$ cat config.mk
export PLATFORM = sky130hd
export DESIGN_NAME = ber_tlv_header_parser_top_flat
export DESIGN_NICKNAME = d
export VERILOG_FILES = /design/src/rtl/bth_pkg.sv /design/src/rtl/bth_in_if.sv /design/src/rtl/bth_out_if.sv /design/src/rtl/ber_tlv_header_parser_top.sv /design/src/flat_wrapper.sv
export SDC_FILE = /design/constraint.sdc
export NUM_CORES = 1
export LEC_CHECK = 0
export ABC_AREA = 1
export BUFFER_PORTS_ARGS = -buffer_cell sky130_fd_sc_hd__buf_2
export CORE_UTILIZATION = 50
export DETAILED_ROUTE_END_ITERATION = 7
export PLACE_DENSITY = 0.71
export SLEW_MARGIN = 5
export SYNTH_ARGS = -nofsm -noshare
export SYNTH_HDL_FRONTEND = slang
export SYNTH_SLANG_ARGS = --single-unit
export TNS_END_PERCENT = 1
$ cat constraint.sdc
create_clock -name clk -period 6.5 [get_ports clk]
set_clock_uncertainty 0.05 [all_clocks]
set_input_delay 0.325 -clock clk [delete_from_list [all_inputs] [get_ports clk]]
set_output_delay 0.325 -clock clk [all_outputs]
set_load 0.01 [all_outputs]
$ cat src/rtl/bth_pkg.sv
// Shared types and constants for the BER TLV header parser.
package bth_pkg;

    localparam int unsigned MAX_TAG_BYTES = 8;

    localparam logic [4:0]  LOW_TAG_ESCAPE = 5'h1f;
    localparam logic [2:0]  TAG_TOP_CLEAR  = 3'b000;

    typedef enum logic [1:0] {
        PH_IDENT = 2'd0,
        PH_TAG   = 2'd1,
        PH_LEN1  = 2'd2,
        PH_LENN  = 2'd3
    } phase_t;

endpackage

$ cat src/rtl/bth_in_if.sv
// Input channel: one raw header byte per word.
interface bth_in_if;
    logic       valid;
    logic       ready;
    logic [7:0] data_byte;
    logic       start_of_header;

    modport source (output valid, output data_byte, output start_of_header, input ready);
    modport sink   (input valid, input data_byte, input start_of_header, output ready);
endinterface

$ cat src/rtl/bth_out_if.sv
// Output channel: one decoded header per word.
interface bth_out_if;
    logic        valid;
    logic        ready;
    logic [1:0]  tag_class;
    logic        constructed;
    logic [31:0] tag_number;
    logic [31:0] content_length;
    logic [7:0]  header_bytes;
    logic        header_error;

    modport source (
        output valid, output tag_class, output constructed, output tag_number,
        output content_length, output header_bytes, output header_error,
        input ready
    );
    modport sink (
        input valid, input tag_class, input constructed, input tag_number,
        input content_length, input header_bytes, input header_error,
        output ready
    );
endinterface

$ cat src/rtl/ber_tlv_header_parser_top.sv
// BER TLV header parser top level: byte-wise header decode with registered result.
//
//  channel  dir  word contents
//  header   in   data_byte[7:0], start_of_header
//  result   out  tag_class, constructed, tag_number, content_length,
//                header_bytes, header_error
//
// One byte is taken every cycle while header.ready is high; the parse state updates at the accepting edge.
// A result appears in the output register the cycle after the byte that ends
// the header. header.ready is low only while a result waits and result.ready
// is low. Reset is asynchronous, active low, and returns to identifier wait.
module ber_tlv_header_parser_top #(
    parameter int unsigned MAX_TAG_BYTES = bth_pkg::MAX_TAG_BYTES
) (
    input  logic          clk,
    input  logic          rst_n,
    bth_in_if.sink        header,
    bth_out_if.source     result
);

    bth_pkg::phase_t phase_reg, phase_next;
    logic [1:0]  class_reg, class_next;
    logic        cons_reg, cons_next;
    logic [31:0] tag_reg, tag_next;
    logic [31:0] len_reg, len_next;
    logic [6:0]  left_reg, left_next;
    logic [7:0]  count_reg, count_next;
    logic [3:0]  seen_reg, seen_next;

    logic        emit;
    logic        emit_err;
    logic        in_acc;
    bth_pkg::phase_t cur_phase;
    logic [7:0]  b;

    logic        ovalid_reg;
    logic [1:0]  oclass_reg;
    logic        ocons_reg;
    logic [31:0] otag_reg;
    logic [31:0] olen_reg;
    logic [7:0]  obytes_reg;
    logic        oerr_reg;

    assign header.ready = !ovalid_reg || result.ready;
    assign in_acc       = header.valid && header.ready;
    assign b            = header.data_byte;
    assign cur_phase    = header.start_of_header ? bth_pkg::PH_IDENT : phase_reg;

    // next-state logic
    always_comb
    begin
        phase_next = cur_phase;
        class_next = class_reg;
        cons_next  = cons_reg;
        tag_next   = tag_reg;
        len_next   = len_reg;
        left_next  = left_reg;
        count_next = count_reg + 8'd1;
        seen_next  = seen_reg;
        emit       = 1'b0;
        emit_err   = 1'b0;
        case (cur_phase)
            bth_pkg::PH_IDENT:
            begin
                class_next = b[7:6];
                cons_next  = b[5];
                count_next = 8'd1;
                seen_next  = 4'd0;
                len_next   = 32'd0;
                left_next  = 7'd0;
                if (b[4:0] != bth_pkg::LOW_TAG_ESCAPE)
                begin
                    tag_next   = {27'd0, b[4:0]};
                    phase_next = bth_pkg::PH_LEN1;
                end
                else
                begin
                    tag_next   = 32'd0;
                    phase_next = bth_pkg::PH_TAG;
                end
            end
            bth_pkg::PH_TAG:
            begin
                tag_next  = {tag_reg[24:0], b[6:0]};
                seen_next = seen_reg + 4'd1;
                if (b[7] && tag_next[27:25] == bth_pkg::TAG_TOP_CLEAR
                    && seen_next < 4'(MAX_TAG_BYTES))
                begin
                    phase_next = bth_pkg::PH_TAG;
                end
                else if (b[7])
                begin
                    emit       = 1'b1;
                    emit_err   = 1'b1;
                    phase_next = bth_pkg::PH_IDENT;
                end
                else
                begin
                    phase_next = bth_pkg::PH_LEN1;
                end
            end
            bth_pkg::PH_LEN1:
            begin
                if (!b[7])
                begin
                    len_next   = {24'd0, b};
                    emit       = 1'b1;
                    phase_next = bth_pkg::PH_IDENT;
                end
                else
                begin
                    len_next  = 32'd0;
                    left_next = b[6:0];
                    if (b[6:0] == 7'd0)
                    begin
                        emit       = 1'b1;
                        phase_next = bth_pkg::PH_IDENT;
                    end
                    else
                    begin
                        phase_next = bth_pkg::PH_LENN;
                    end
                end
            end
            default:
            begin
                len_next  = {len_reg[23:0], b};
                left_next = left_reg - 7'd1;
                if (left_next == 7'd0)
                begin
                    emit       = 1'b1;
                    phase_next = bth_pkg::PH_IDENT;
                end
                else
                begin
                    phase_next = bth_pkg::PH_LENN;
                end
            end
        endcase
    end

    // parse state
    always_ff @(posedge clk or negedge rst_n)
    begin
        if (!rst_n)
        begin
            phase_reg <= bth_pkg::PH_IDENT;
            class_reg <= 2'd0;
            cons_reg  <= 1'b0;
            tag_reg   <= 32'd0;
            len_reg   <= 32'd0;
            left_reg  <= 7'd0;
            count_reg <= 8'd0;
            seen_reg  <= 4'd0;
        end
        else if (in_acc)
        begin
            phase_reg <= phase_next;
            class_reg <= class_next;
            cons_reg  <= cons_next;
            tag_reg   <= tag_next;
            len_reg   <= len_next;
            left_reg  <= left_next;
            count_reg <= count_next;
            seen_reg  <= seen_next;
        end
    end

    // result register
    always_ff @(posedge clk or negedge rst_n)
    begin
        if (!rst_n)
        begin
            ovalid_reg <= 1'b0;
        end
        else if (in_acc && emit)
        begin
            ovalid_reg <= 1'b1;
        end
        else if (result.ready)
        begin
            ovalid_reg <= 1'b0;
        end
    end

    always_ff @(posedge clk)
    begin
        if (in_acc && emit)
        begin
            oclass_reg <= class_next;
            ocons_reg  <= cons_next;
            otag_reg   <= tag_next;
            olen_reg   <= emit_err ? 32'd0 : len_next;
            obytes_reg <= emit_err ? 8'd0 : count_next;
            oerr_reg   <= emit_err;
        end
    end

    // output drive
    always_comb
    begin
        result.valid          = ovalid_reg;
        result.tag_class      = oclass_reg;
        result.constructed    = ocons_reg;
        result.tag_number     = otag_reg;
        result.content_length = olen_reg;
        result.header_bytes   = obytes_reg;
        result.header_error   = oerr_reg;
    end

endmodule

$ cat src/flat_wrapper.sv
// flat-port wrapper written by rule: the top's interface ports become plain ports
module ber_tlv_header_parser_top_flat 
#(
    parameter int unsigned MAX_TAG_BYTES = bth_pkg::MAX_TAG_BYTES
)
  (clk, rst_n, header_valid, header_data_byte, header_start_of_header, header_ready, result_valid, result_tag_class, result_constructed, result_tag_number, result_content_length, result_header_bytes, result_header_error, result_ready);
  bth_in_if header_i ();
  bth_out_if result_i ();
  input  logic clk;
  input  logic rst_n;
  input wire logic [$bits(header_i.valid)-1:0] header_valid;
  input wire logic [$bits(header_i.data_byte)-1:0] header_data_byte;
  input wire logic [$bits(header_i.start_of_header)-1:0] header_start_of_header;
  output wire logic [$bits(header_i.ready)-1:0] header_ready;
  output wire logic [$bits(result_i.valid)-1:0] result_valid;
  output wire logic [$bits(result_i.tag_class)-1:0] result_tag_class;
  output wire logic [$bits(result_i.constructed)-1:0] result_constructed;
  output wire logic [$bits(result_i.tag_number)-1:0] result_tag_number;
  output wire logic [$bits(result_i.content_length)-1:0] result_content_length;
  output wire logic [$bits(result_i.header_bytes)-1:0] result_header_bytes;
  output wire logic [$bits(result_i.header_error)-1:0] result_header_error;
  input wire logic [$bits(result_i.ready)-1:0] result_ready;
  assign header_i.valid = header_valid;
  assign header_i.data_byte = header_data_byte;
  assign header_i.start_of_header = header_start_of_header;
  assign header_ready = header_i.ready;
  assign result_valid = result_i.valid;
  assign result_tag_class = result_i.tag_class;
  assign result_constructed = result_i.constructed;
  assign result_tag_number = result_i.tag_number;
  assign result_content_length = result_i.content_length;
  assign result_header_bytes = result_i.header_bytes;
  assign result_header_error = result_i.header_error;
  assign result_i.ready = result_ready;
  ber_tlv_header_parser_top #(.MAX_TAG_BYTES(MAX_TAG_BYTES)) u_core (.clk(clk), .rst_n(rst_n), .header(header_i), .result(result_i));
endmodule
==> flow_summary.yaml <==
drt:
  routedWlPerCell_um: 15.1
  drt_iter0_drc: 441
  via_count: 5355
  postRouteAntennaNets: 0
  dr.pass1.iters: 8
  drcViolationCount: 1
  wl_mm: 14.9
  viasPerCell: 5.41
clocking:
  htreeDepth: 4
  cts_tree: "yes"
  post_cts_resized: 0
  clock_sinks: 165
  postCtsSetupRepairBufs: 0
  root_buffer: "clkbuf_16"
  clock_path_buffers: 2
  numCtsBuffers: 17
  worstSkewPairLatency_ns: 0.43
  path_clk_slew_ns: 0.06
pwr:
  power_leakage_uw: 0.00351
  p_total_uw: 2630
  powerDensity_mw_per_mm2: 321
  peakVddDrop_mv: 0.207
min_path:
  min_path_type: "in2reg"
  min-delay-start: "header_data_byte[2]"
logic_synthesis:
  synth_nets: 733
  yosys_warnings: 0
  synth_seq_cells: 165
  syn_inst: 716
  ys_seq_area_share_pct: 63.7
  syn_avg_cell_area_um2: 9.88
  syn-cell-area_mm2: 0.00707
  synth_cell_types: 36
floorplan:
  num_rows: 43
  die_h_um: 121
  placeableCoreArea_mm2: 0.0138
  die_area_mm2: 0.0146
  io_pins: 91
  initial_core_util_pct: 51.2
  chipWidth_um: 121
sta:
  max_slew_margin_pct: 17.6
  fin_crit_sh_pct: 60.8
  worst_slew_pin_slew_ns: 1.23
  fmax_mhz: 253
  final.setup.tns_ns: 0
  rsz0062_at_grt: "false"
  period_needed_ns: 3.95
  timing.final.hold_violations: 0
  setup_viol: 0
  report.final.slew_viol_count: 0
global_routing:
  first_global_vias: 5112
  grt_pass1_wl_mm: 24.4
  grt.total_usage_pct: 21.7
  grt_use_met1_pct: 28.3
  grt_max_degree: 84
  grt_use_met3_pct: 5.83
  grt.busiest_layer: "met2"
  grt_overflow: 0
  antenna_found_initial: 0
  use_met2_pct: 34.6
finish:
  instances_no_fill: 990
  synthToLayoutAreaGrowth_pct: 15.5
  fillers: 1154
  final_layout_size_suffix_gt1_share_pct: 17.2
  antenna_cells: 0
  layout.nets: 814
place:
  portBuffers: 90
  hpwlAfterDp_mm: 9.69
  globalplace.congestion: 0.797
  dpl.cell_count: 957
setup_path:
  critPathMaxFanout: 55
  cp.buffers_inverters: 3
  critical-path-top-delay-family: "buffers and inverters"
  critical_path.cell_chain: "nand2_2 -> nand2_2 -> clkinv_2 -> nand3_4 -> nand3_1 -> nand3_1 -> inv_2 -> buf_4"
  reg2reg_from: "u_core.phase_reg[1]"
  cp.required_ns: 6.56
  crit_type: "reg2reg"
  slowest_stage: "inv_2"
  critPathMaxStageDelay_ns: 0.90
  crit_start: "u_core.phase_reg[1]"
  arrival_ns: 4.01
  end_kind: "flop"
  crit_path_start_kind: "flop"
run_status:
  violations: "design-rule violations"
  outcome: "complete, but fails checks"
run:
  drv_cap: 0
[repair_timing]
action	CTS	global route
endpoints found under the hold margin	6	0
endpoints found under the setup margin	0	0
hold buffers	1	0
[layout make-up]
class | count | area, um2 | area share (%)
multi-input cells | 427 | 2060 | 25.3
repair buffers | 94 | 485 | 5.94
clock buffers | 19 | 443 | 5.42
flip-flops and latches | 165 | 4510 | 55.2
clock inverters | 13 | 100 | 1.22
inverters | 92 | 347 | 4.24
well taps | 180 | 225 | 2.76
[cells in the mapped netlist (all sizes together)]
library cell,n,area share (%)
nor2,70,4.2
a31oi,1,0.088
nand3,28,2.2
inv,90,4.8
nand3b,1,0.11
xor2,2,0.25
o211ai,2,0.21
nand2,153,8.2
o21a,1,0.11
dfrtp,89,31
o221ai,5,0.62
buf,19,1.5
ha,4,0.71
nor3,3,0.21
o22ai,31,2.7
o21bai,1,0.11
a22oi,10,1.1
nand4,4,0.35
clkinv,2,0.12
a21oi,21,1.5
a22o,1,0.12
o21ai,88,6.2
edfxtp,76,32
o31ai,1,0.11
clkbuf,13,0.69
[per-stage QoR]
stage	instance area [um2]	hold WS (ns)	utilization [%]	setup slack [ns]
2_1_floorplan	7070	-0.0206	-	3.21
3_3_place_gp	7620	0.0888	55.1	2.57
3_5_place_dp	7620	0.0953	55.1	2.40
4_1_cts	8170	0.177	59.1	2.55
5_1_grt	8170	0.191	59.1	2.24
6_report	8170	0.192	59.1	2.55
[metal layers]
layer	routed length (um)	part of all wire [%]
met5	0	0
met4	299	2.0
met3	917	6.1
met2	7270	49
met1	6440	43
[path summary, 6_finish.rpt]
path | depth (start not counted) | to | slack [ns]
min in group asynchronous | 2 | u_core.tag_reg[26] | 0.20
setup / recovery | 8 | u_core.result.tag_number[8] | 2.55
max in group asynchronous | 3 | u_core.len_reg[2] | 4.95
hold reg to reg | 2 | u_core.len_reg[31] | 0.45
setup reg to reg | 8 | u_core.result.tag_number[8] | 2.55
hold / removal | 3 | u_core.tag_reg[2] | 0.19
[where the power goes]
part | switching (uW) | internal (uW) | total [uW]
Clock | 416 | 502 | 918
Combinational | 322 | 130 | 451
Sequential | 52.4 | 1200 | 1260
[tightest hold or removal path, delay by kind of cell]
kind / cells / cell delay (ns)
AO/OA/AOI/OAI: 1 / 0.07
buffers and inverters: 1 / 0.14
AND/OR/NAND/NOR: 1 / 0.09
[cell usage in the layout, fill, tap and decap left out, drive strengths merged, types with 2 or more instances in the layout]
cell type,count
nand2,153
inv,94
buf,93
dfrtp,89
o21ai,88
edfxtp,76
nor2,70
o22ai,31
nand3,28
a21oi,21
clkbuf,19
a22oi,10
clkinv,6
o221ai,5
clkinvlp,5
nand4,4
ha,4
nor3,3
xor2,2
o211ai,2
[cells by family after synthesis]
logic type	synth area share [%]
AO/OA/AOI/OAI	12.9
XOR/XNOR	0.248
adder cells (fa/ha/maj)	0.707
buffers and inverters	7.11
flip-flops	63.7
AND/OR/NAND/NOR	15.3
Power figures use the tool's default switching activity.
